**src/rtl/byte_budget_lru_cache_with_pinning_core_macros.svh**
```systemverilog
// Assertion macros used by the cache top level.
`ifndef BYTE_BUDGET_LRU_CACHE_WITH_PINNING_CORE_MACROS_SVH
`define BYTE_BUDGET_LRU_CACHE_WITH_PINNING_CORE_MACROS_SVH
`ifndef SYNTHESIS
`define BBLC_ASSERT_NOW(label, clk, rst_n, a, b, msg) \
	label: assert property (@(posedge clk) disable iff (!rst_n) (a) |-> (b)) else $error(msg);
`define BBLC_ASSERT_NEXT(label, clk, rst_n, a, b, msg) \
	label: assert property (@(posedge clk) disable iff (!rst_n) (a) |=> (b)) else $error(msg);
`else
`define BBLC_ASSERT_NOW(label, clk, rst_n, a, b, msg)
`define BBLC_ASSERT_NEXT(label, clk, rst_n, a, b, msg)
`endif
`endif

```
**src/rtl/bblc_pkg.sv**
```systemverilog
// Types and codes shared by the cache cells and the cache controller.
`default_nettype none
package bblc_pkg;
	localparam int MAX_IDX_W  = 10;
	localparam int MAX_SIZE_W = 48;

	typedef enum logic [2:0] {
		ACT_LOOKUP = 3'd0,
		ACT_INSERT = 3'd1,
		ACT_PIN    = 3'd2,
		ACT_UNPIN  = 3'd3,
		ACT_CLEAR  = 3'd4
	} action_t;

	typedef enum logic [3:0] {
		ST_HIT       = 4'd0,
		ST_MISS      = 4'd1,
		ST_STALE     = 4'd2,
		ST_INSERTED  = 4'd3,
		ST_SKIPPED   = 4'd4,
		ST_PIN_OK    = 4'd5,
		ST_NOT_FOUND = 4'd6,
		ST_FULL      = 4'd7,
		ST_CLEARED   = 4'd8
	} status_t;

	typedef enum logic [3:0] {
		S_IDLE,
		S_SCAN,
		S_EXEC,
		S_INS,
		S_ADD,
		S_EV_CHECK,
		S_EV_SCAN,
		S_EV_REMOVE,
		S_DONE
	} state_t;

	typedef enum logic [2:0] {
		OP_NOP,
		OP_CLEAR,
		OP_REMOVE,
		OP_PROMOTE,
		OP_INSERT,
		OP_PIN
	} cell_op_t;

	typedef struct packed {
		logic [2:0]  action;
		logic [63:0] key;
		logic [39:0] size_bytes;
		logic [63:0] stamp;
	} in_t;

	typedef struct packed {
		logic [3:0]  status;
		logic [5:0]  slot;
		logic [47:0] total_bytes;
		logic [6:0]  entry_count;
		logic [6:0]  evicted_count;
	} out_t;

	typedef struct packed {
		cell_op_t                op;
		logic                    write;
		logic                    pin_val;
		logic [MAX_IDX_W-1:0]    slot;
		logic [MAX_IDX_W-1:0]    rank;
		logic [63:0]             key;
		logic [MAX_SIZE_W-1:0]   size;
		logic [63:0]             stamp;
	} cell_cmd_t;

	typedef struct packed {
		logic                    valid;
		logic                    pinned;
		logic                    match;
		logic                    tail;
		logic [MAX_IDX_W-1:0]    rank;
		logic [MAX_SIZE_W-1:0]   size;
		logic [63:0]             stamp;
	} cell_stat_t;
endpackage
`default_nettype wire

```
**src/rtl/bblc_cell.sv**
```systemverilog
// One cache slot: entry storage, recency rank and local compares.
`default_nettype none
module bblc_cell import bblc_pkg::*; #(
	parameter int ENTRIES   = 64,
	parameter int SIZE_BITS = 40,
	parameter int INDEX     = 0
) (
	input  wire logic       clk,
	input  wire logic       arst_n,
	input  wire cell_cmd_t  cmd,
	output cell_stat_t      stat
);
	localparam int IW = $clog2(ENTRIES);

	logic                 valid_q;
	logic                 pinned_q;
	logic [63:0]          key_q;
	logic [SIZE_BITS-1:0] size_q;
	logic [63:0]          stamp_q;
	logic [IW-1:0]        rank_q;
	logic                 sel;
	logic [IW-1:0]        r;

	assign sel = (cmd.slot[IW-1:0] == IW'(INDEX));
	assign r   = cmd.rank[IW-1:0];

	always_ff @(posedge clk or negedge arst_n) begin
		if (!arst_n) begin
			valid_q  <= 1'b0;
			pinned_q <= 1'b0;
		end else begin
			case (cmd.op)
				OP_CLEAR: begin
					valid_q  <= 1'b0;
					pinned_q <= 1'b0;
				end
				OP_REMOVE: begin
					if (sel) begin
						valid_q  <= 1'b0;
						pinned_q <= 1'b0;
					end
				end
				OP_INSERT: begin
					if (sel) begin
						valid_q  <= 1'b1;
						pinned_q <= 1'b0;
					end
				end
				OP_PROMOTE: begin
					if (sel && cmd.write) pinned_q <= 1'b0;
				end
				OP_PIN: begin
					if (sel) pinned_q <= cmd.pin_val;
				end
				default: ;
			endcase
		end
	end

	always_ff @(posedge clk) begin
		case (cmd.op)
			OP_REMOVE: begin
				if (valid_q && !sel && rank_q > r) rank_q <= rank_q - IW'(1);
			end
			OP_PROMOTE: begin
				if (sel) begin
					rank_q <= '0;
					if (cmd.write) begin
						key_q   <= cmd.key;
						size_q  <= cmd.size[SIZE_BITS-1:0];
						stamp_q <= cmd.stamp;
					end
				end else if (valid_q && rank_q < r) begin
					rank_q <= rank_q + IW'(1);
				end
			end
			OP_INSERT: begin
				if (sel) begin
					rank_q  <= '0;
					key_q   <= cmd.key;
					size_q  <= cmd.size[SIZE_BITS-1:0];
					stamp_q <= cmd.stamp;
				end else if (valid_q) begin
					rank_q <= rank_q + IW'(1);
				end
			end
			default: ;
		endcase
	end

	always_comb begin
		stat.valid  = valid_q;
		stat.pinned = pinned_q;
		stat.match  = valid_q && (key_q == cmd.key);
		stat.tail   = valid_q && (rank_q == r);
		stat.rank   = MAX_IDX_W'(rank_q);
		stat.size   = MAX_SIZE_W'(size_q);
		stat.stamp  = stamp_q;
	end
endmodule
`default_nettype wire

```
**config.mk**
```make
export PLATFORM = sky130hd
export DESIGN_NAME = bblc_cell
export DESIGN_NICKNAME = d
export VERILOG_FILES = /design/src/rtl/byte_budget_lru_cache_with_pinning_core_macros.svh /design/src/rtl/bblc_pkg.sv /design/src/rtl/bblc_cell.sv
export SDC_FILE = /design/constraint.sdc
export NUM_CORES = 1
export LEC_CHECK = 0
export BUFFER_PORTS_ARGS = -buffer_cell sky130_fd_sc_hd__buf_4
export CELL_PAD_IN_SITES_DETAIL_PLACEMENT = 2
export CELL_PAD_IN_SITES_GLOBAL_PLACEMENT = 2
export CORE_MARGIN = 2
export CORE_UTILIZATION = 28
export CTS_BUF_LIST = sky130_fd_sc_hd__clkbuf_4 sky130_fd_sc_hd__clkbuf_8
export CTS_CLUSTER_SIZE = 40
export DETAILED_ROUTE_END_ITERATION = 10
export HOLD_SLACK_MARGIN = 0.06
export PLACE_DENSITY = 0.83
export REMOVE_ABC_BUFFERS = 1
export SETUP_SLACK_MARGIN = 0.15
export SLEW_MARGIN = 30
export SYNTH_ARGS = -nofsm -noshare
export SYNTH_HDL_FRONTEND = slang
export SYNTH_SLANG_ARGS = --single-unit
```
**constraint.sdc**
```tcl
create_clock -name clk -period 1.9 [get_ports clk]
set_input_delay 0.285 -clock clk [delete_from_list [all_inputs] [get_ports clk]]
set_output_delay 0.285 -clock clk [all_outputs]
set_load 0.02 [all_outputs]
```
### After elaboration in Yosys (flattened, before gate mapping)

Cells that the tools add are included.
Widths: inputs -> output; s select.

| cells by class | value |
|---|---|
| $add $sub $neg | 2 |
| $lt $le $gt $ge | 2 |
| equal/unequal tests | 17 |
| multiplexer cells | 24 |
| reductions and logical operators | 17 |

Operators by type and width:

| kind | count |
|---|---|
| $mux 64 | 6 |
| $pmux 64 s2 | 2 |
| $mux 40 | 3 |
| $pmux 40 s2 | 1 |
| $eq 64x64->1 | 1 |
| $mux 6 | 5 |
| $pmux 6 s3 | 1 |
| $ne 2x2->1 const B | 7 |
| $reduce_and 4->1 | 3 |
| $add 6x1->6 const B | 1 |
| $eq 3x2->1 const B | 2 |
| $eq 3x3->1 const B | 2 |
| $eq 6x6->1 | 1 |
| $gt 6x6->1 | 1 |
| $logic_and 1x1->1 | 6 |
| $logic_not 6->1 | 1 |
| $lt 6x6->1 | 1 |
| $ne 3x3->1 const B | 2 |
| $reduce_bool 3->1 | 2 |
| $sub 6x1->6 const B | 1 |
| $mux 1 | 4 |
| $pmux 1 s4 | 1 |
| $reduce_bool 4->1 | 1 |
| $eq 3x1->1 const B | 1 |
| 6 further kinds | 6 |

| word-level totals | value |
|---|---|
| flip-flop bits (word level) | 176 |
| output and inout port bits | 126 |
| word-level logic and storage cells | 68 |

### Depth between registers and ports, before layout

Gate-level depths: netlist (run 1).

| logic depth | value |
|---|---|
| word-level depth | 6 |
| gate-level depth with buffers | 7 |
| gate-level depth less buffers | 7 |

### Least setup slack after synthesis (run 1)

OpenSTA, ideal clock, no wires.

| timing | value |
|---|---|
| path type | input -> register |
| start | input port cmd[187] (netlist name) |
| end | register key_q[0] (enable) |
| arrival | 8928 ps |
| setup slack | -7780 ps |
| stages on the path | 3 |
| cell sequence | nor4_2 -> nand2_1 -> a21oi_1 |

| between the ends | value |
|---|---|
| word-level cells in the longest chain between the ends | 3 |
| elaborated cells between the ends (all ways) | 4 |
| those cells by class | eq/ne (2); reduce/logical (2) |

RTL lines:

| element | RTL line | RTL |
|---|---|---|
| start, declared | bblc_cell.sv:10 | `input wire cell_cmd_t cmd,` |
| $logic_not 6->1 * | bblc_cell.sv:24 | `assign sel = (cmd.slot[IW-1:0] == IW'(INDEX));` |
| $ne 2x2->1 (no source line) | n/a |  |
| $reduce_and 4->1 (no source line) * | n/a |  |
| end signal, assigned | bblc_cell.sv:69 | `key_q <= cmd.key;` |
| end signal, assigned | bblc_cell.sv:80 | `key_q <= cmd.key;` |
| end, declared | bblc_cell.sv:17 | `logic [63:0] key_q;` |

Mark *: on every way between the ends. The rest lies on a longest branch, timed or not.
A chain may end at the register's enable or synchronous reset.

==> reports/qor.yml, run 1 <==
run_status:
  status: "finished, violations left"
  violations: "negative setup slack"
logic_synthesis:
  yosysUniqueCellTypes: 49
  synth_area_per_cell_um2: 17.5
  synth_ff_type: "edfxtp_1"
  syn-cell-area_um2: 6750
  async_flop_share: 0.0114
  syn_inst: 385
  ys_seq_area_frac: 0.782
  ys_warn_count: 0
  synth-seq-cells: 176
  synth-edff-count: 174
routing:
  drt_iter0_drc: 320
  drc_errors: 0
  wl_um: 31900
  viasPerCell: 4.52
  wl_per_cell_um: 25.5
  drtPass1Iterations: 4
  ant_nets: 0
  via_count: 5654
sta:
  worst_hold_slack_ns: 0.102
  fin_crit_sh: 1.39
  fmax_mhz: 380
  rsz0062_at_grt: "true"
  finalSetupViolCount: 8
  hold_viol: 0
  slew_violations: 0
  skew_ns: 0.00158
  worst_slack_ns: -0.735
  period_needed_ns: 2.63
setup_path:
  critical_path_required_ns: 1.62
  cp_slowest_cell: "edfxtp_1"
  cp_max_fo: 1
  path_cells: "xor2_1 > a221o_1 > a2111oi_2 > buf_4 > nand3b_1 > nor4_2 > buf_4"
  endpoint_kind: "output pin"
  crit_type: "reg2out"
  crit_path_start_kind: "register"
  slowest_delay_ns: 0.39
  cp.arrival_ns: 2.35
  cp_top_family: "compound AO/OA/AOI/OAI gates"
  crit_top_cell: "buf_4"
  critPathBufInv: 2
min_path:
  hold_path.class: "in2reg"
cts:
  htreeDepth: 4
  root_buffer: "clkbuf_8"
  tritoncts: "done"
  clk-insertion-delay-late_ns: 0.46
  clk_pin_slew_ns: 0.10
  cts.path.max_buffers: 2
  cts_sinks: 176
  cts_buffers: 17
layout:
  layout.nets: 1125
  fillerInstances: 2267
  drive_gt1_frac: 0.430
  stdcell_area_um2: 12100
  area_growth_pct: 78.8
place:
  place_congestion: 0.769
  placed_area_um2: 9810
  io_buffers: 300
  dp_hpwl_um: 18400
global_route:
  grt_usage: 0.252
  gr-usage-met2: 0.468
  met1_usage: 0.273
  grt_pass1_vias: 6625
  antenna_found_initial: 5
  grt_max_degree: 24
  use_met3: 0.0750
  grt_pass1_wl_um: 46200
  top_usage_layer: "met2"
  grt_overflow: 0
die:
  die_h_um: 159
  dieWidth_um: 159
  num_io_pins: 329
  coreArea_um2: 23500
  start_util: 0.287
  dieArea_um2: 25300
  num_rows: 56
power:
  max-vdd-ir-drop_v: 0.000516
  leakage_nw: 4.88
  power_density_nw_per_um2: 684
run:
  cap_violations: 0
==> through the flow <==
| stage | total power [mW] | setup slack, ns | instances | util | setup TNS [ns] |
|---|---|---|---|---|---|
| after global routing | 8.49 | -0.851 | 1249 | 0.512 | -2.75 |
| after floorplan | 4.51 | -7.78 | 378 | - | -1309.65 |
| after global placement | 4.90 | -0.406 | 1046 | 0.417 | -2.33 |
| final | 8.25 | -0.735 | 1251 | 0.512 | -1.85 |
| after detailed placement | 4.94 | -0.431 | 1046 | 0.417 | -3.00 |
| after CTS | 8.11 | -0.742 | 1246 | 0.510 | -1.95 |
==> logic make-up (layout without fill, tap and decap cells) <==
family	Yosys count	in the layout	share of synthesized area
buf+inv	45	576	0.0358
compound gates	47	47	0.0508
mux	2	2	0.00297
xor+xnor	46	46	0.0597
other cells	1	17	0.000556
flops	176	176	0.782
simple gates	60	60	0.0532
fa+ha+maj	8	8	0.0148
==> worst register-to-register path: cells and delay by family, from the launching register on <==
kind / cells / cell delay (ns)
AO/OA/AOI/OAI: 4 / 0.81
flip-flops: 1 / 0.45
adder cells (fa/ha/maj): 1 / 0.24
multiplexers: 1 / 0.26
==> routing by layer <==
layer	up-vias	part of all wire
li1	2514	-
met1	2836	0.36
met2	256	0.54
met3	48	0.066
met4	0	0.034
met5	-	0
==> flip-flops by register name, summed over array words and instances (netlist names) <==
signal and flops:
valid_q 1, size_q 40, rank_q 6, pinned_q 1, stamp_q 64, key_q 64
==> placed cells by master, fill, tap and decap left out, drive strengths merged, types with 3 or more instances in the layout <==
cell type    Yosys  final
xor2            14     14
clkbuf           1     17
xnor2           32     32
diode            0      5
o22ai            8      8
nand2            8      8
and2             4      4
nor4             9      9
dlygate4sd3      0    166
clkinv           0      7
buf             17    351
nand2b           4      4
nand4           11     11
ha               8      8
nand3b           4      4
edfxtp         174    174
nor2b            4      4
a21oi            7      7
conb             1     12
inv             27     33
a22o             4      4
nor2             7      7
o21ai            7      7
a21o             3      3
==> worst paths after layout <==
path / from / to / slack, ns / cells past startpoint
setup / recovery: key_q[31] / stat[123] / -0.73 / 7
hold / removal: cmd[169] / key_q[57] / 0.10 / 2
setup reg to reg: rank_q[3] / rank_q[0] / -0.15 / 6
hold reg to reg: pinned_q / pinned_q / 0.55 / 2
max in group asynchronous: arst_n / valid_q / 1.70 / 2
min in group asynchronous: arst_n / pinned_q / 0.12 / 2
==> report_power, final <==
| group | switching, mW | internal, mW | total [mW] |
|---|---|---|---|
| Sequential | 0.00697 | 4.27 | 4.28 |
| Combinational | 0.347 | 0.579 | 0.926 |
| Clock | 1.78 | 1.26 | 3.04 |
==> synth_stat cells, drive strengths merged, types with 7 or more instances <==
library cell,instances,area share
inv,27,0.015
xnor2,32,0.042
nand4,11,0.010
buf,17,0.020
nor2,7,0.0039
ha,8,0.015
o21ai,7,0.0052
edfxtp,174,0.77
a21oi,7,0.0052
xor2,14,0.018
nor4,9,0.0093
o22ai,8,0.0074
nand2,8,0.0045
==> area by class of cell <==
class,instances,area (um2),area share
clock buffer,17,234,0.0194
timing repair buffer,517,4440,0.368
sequential,176,5280,0.437
antenna,5,12.5,0.00104
multi-input combinational,175,1380,0.114
tap,319,399,0.0331
inverter,27,101,0.00841
clock inverter,15,214,0.0177
==> what timing repair did <==
item | CTS | global route
pin swaps | 7 | 5
hold buffers | 166 | 0
setup buffers | 2 | 0
setup endpoints to repair | 8 | 9
endpoints found under the hold margin | 167 | 0
gates resized for setup | 12 | 4
Power figures use the tool's default switching activity.
==> run 2, diff against run 1 <==
- PLACE_DENSITY: 0.83 -> unset
- PLACE_DENSITY_LB_ADDON: unset -> 0.1
==> reports/qor.yml, run 2 (synthesis results as in run 1) <==
routing:
  drt_iter0_drc: 196  # -39%
  met3_wirelength_um: 1810  # -13%
  via_count: 5540  # -2.0%
  met2_length_um: 15800  # -7.8%
  wl_um: 28500  # -11%
  top_layer: "met4"
  viasPerCell: 4.44  # -1.8%
  wl_per_cell_um: 22.8  # -10%
  ant_nets: 0  # unchanged
  drtPass1Iterations: 4  # unchanged
  wl_met1_um: 10400  # -10%
  drc_errors: 0  # unchanged
global_route:
  antenna_found_initial: 1  # -4
  grt_pass1_wl_um: 42400  # -8.2%
  grt_overflow: 0  # unchanged
  grt_max_degree: 24  # unchanged
  grt_pass1_vias: 6525  # -1.5%
  grt_usage: 0.226  # -0.0258
run_status:
  status: "finished, violations left"
  violations: "negative setup slack"
cts:
  cts.path.max_buffers: 2  # unchanged
  clk_pin_slew_ns: 0.10  # about the same
  clk-insertion-delay-late_ns: 0.47  # about the same
  cts_sinks: 176  # unchanged
  cts_buffers: 17  # unchanged
  tritoncts: "done"
  root_buffer: "clkbuf_8"
  htreeDepth: 4  # unchanged
setup_path:
  crit_top_cell: "buf_4"
  cp_top_family: "compound AO/OA/AOI/OAI gates"
  crit_type: "reg2out"
  crit_path_start_kind: "register"
  critical_path_required_ns: 1.62  # about the same
  slowest_delay_ns: 0.40  # about the same
  cp_slowest_cell: "edfxtp_1"
  path_cells: "xor2_1 > a221o_1 > a2111oi_2 > buf_4 > nand3b_1 > nor4_2 > buf_4"
  cp_max_fo: 1  # unchanged
  endpoint_kind: "output pin"
  cp.arrival_ns: 2.35  # about the same
  critPathBufInv: 2  # unchanged
min_path:
  hold_path.class: "in2reg"
power:
  power_frac_clock: 0.347  # -0.022
  p_comb_frac: 0.113  # about the same
  leakage_nw: 4.83  # -0.97%
  max-vdd-ir-drop_v: 0.000465  # -9.8%
  power_density_nw_per_um2: 663  # -3.0%
  power.switching_mw: 2.05  # -3.7%
  power_frac_seq: 0.540  # +0.021
  switching_share: 0.259  # +0.000665
  p_int_mw: 5.87  # -4.0%
run:
  cap_violations: 0  # unchanged
sta:
  period_needed_ns: 2.64  # +0.00323 ns
  rsz0062_at_grt: "true"
  finalSetupViolCount: 8  # unchanged
  worst_slack_ns: -0.738  # -0.00323 ns
  tns_ns: -1.98  # -0.129 ns
  fin_crit_sh: 1.39  # +0.00170
  hold_viol: 0  # unchanged
  fmax_mhz: 379  # -0.12%
  slew_violations: 0  # unchanged
  skew_ns: 0.00390  # +0.00232 ns
layout:
  area_growth_pct: 77.1
  reg_top3: "key_q x64, stamp_q x64, size_q x40"
  layout.cells.non_filler: 1248  # -0.24%
  layout_common_cells: "buf_4, edfxtp_1, dlygate4sd3_1"
  drive_gt1_frac: 0.425  # -0.00539
  final_common_cell: "buf_4"
  layout.nets: 1125  # unchanged
place:
  place_inst: 1045  # -0.096%
  place_congestion: 0.748  # -2.8%
  io_buffers: 300  # unchanged
  dp_hpwl_um: 17400  # -5.5%
die:
  num_rows: 56  # unchanged
  dieWidth_um: 159  # unchanged
  coreArea_um2: 23500  # unchanged
  start_util: 0.287  # unchanged
  die_h_um: 159  # unchanged
  num_io_pins: 329  # unchanged
  dieArea_um2: 25300  # unchanged
run 2: cell types whose count changed in the layout (fill, tap and decap cells not counted), sizes merged:
cell | before | now
clkbuf | 17 | 18
buf | 351 | 350
dlygate4sd3 | 166 | 167
diode | 5 | 2
clkinvlp | 0 | 1
bufinv | 2 | 0
run 2: cell type report:
type	count	area, um2
fillers	2259	11600
flip-flops and latches	176	5280
repair buffers	517	4420
multi-input cells	175	1340
well taps	319	399
clock buffers	18	241
clock inverters	14	169
inverters	27	101
diodes	2	5.00
run 2: metal layers:
layer / vias to the layer above / track usage
li1: 2506 / -
met1: 2799 / 0.241
met2: 204 / 0.431
met3: 31 / 0.0690
met4: 0 / 0.0628
met5: - / 0
run 2: metrics by stage:
stage,hold WS (ns),setup WS [ns],utilization,total power [mW],cell area (um2)
detailed placement,0.0742,-0.357,0.415,4.93,9780
global route,0.0797,-0.871,0.507,8.19,11900
global placement,0.0719,-0.378,0.415,4.90,9780
finish,0.0803,-0.738,0.507,7.92,11900
floorplan,-0.0106,-7.78,-,4.51,6650
CTS,0.0651,-0.725,0.506,7.87,11900
run 2: final timing paths:
path | start | to | slack [ns] | cells past startpoint
worst max-delay path | key_q[31] | stat[123] | -0.74 | 7
worst max register to register | rank_q[3] | rank_q[5] | -0.17 | 7
worst min-delay path | cmd[196] | pinned_q | 0.08 | 3
min in group asynchronous | arst_n | pinned_q | 0.15 | 2
max in group asynchronous | arst_n | valid_q | 1.66 | 2
worst min register to register | pinned_q | pinned_q | 0.57 | 2
run 2: timing repair:
item,in CTS,in global routing
endpoints found under the setup margin,8,8
setup buffers,2,0
hold buffers,165,2
pin swaps,4,0
hold endpoints to repair,166,2
cloned,0,0
gates resized for setup,10,1
run 2: worst min-delay path, stage by stage:
cell     delay [ns]
buf_4          0.11
nand2_1        0.05
o21ai_0        0.07
run 2: power groups by stage:
stage | Sequential (mW) | Combinational [mW] | Clock (mW)
finish | 4.28 | 0.895 | 2.75
global route | 4.28 | 0.957 | 2.95
CTS | 4.28 | 0.846 | 2.75
detailed placement | 4.36 | 0.562 | 0
global placement | 4.36 | 0.538 | 0
floorplan | 4.38 | 0.131 | 0
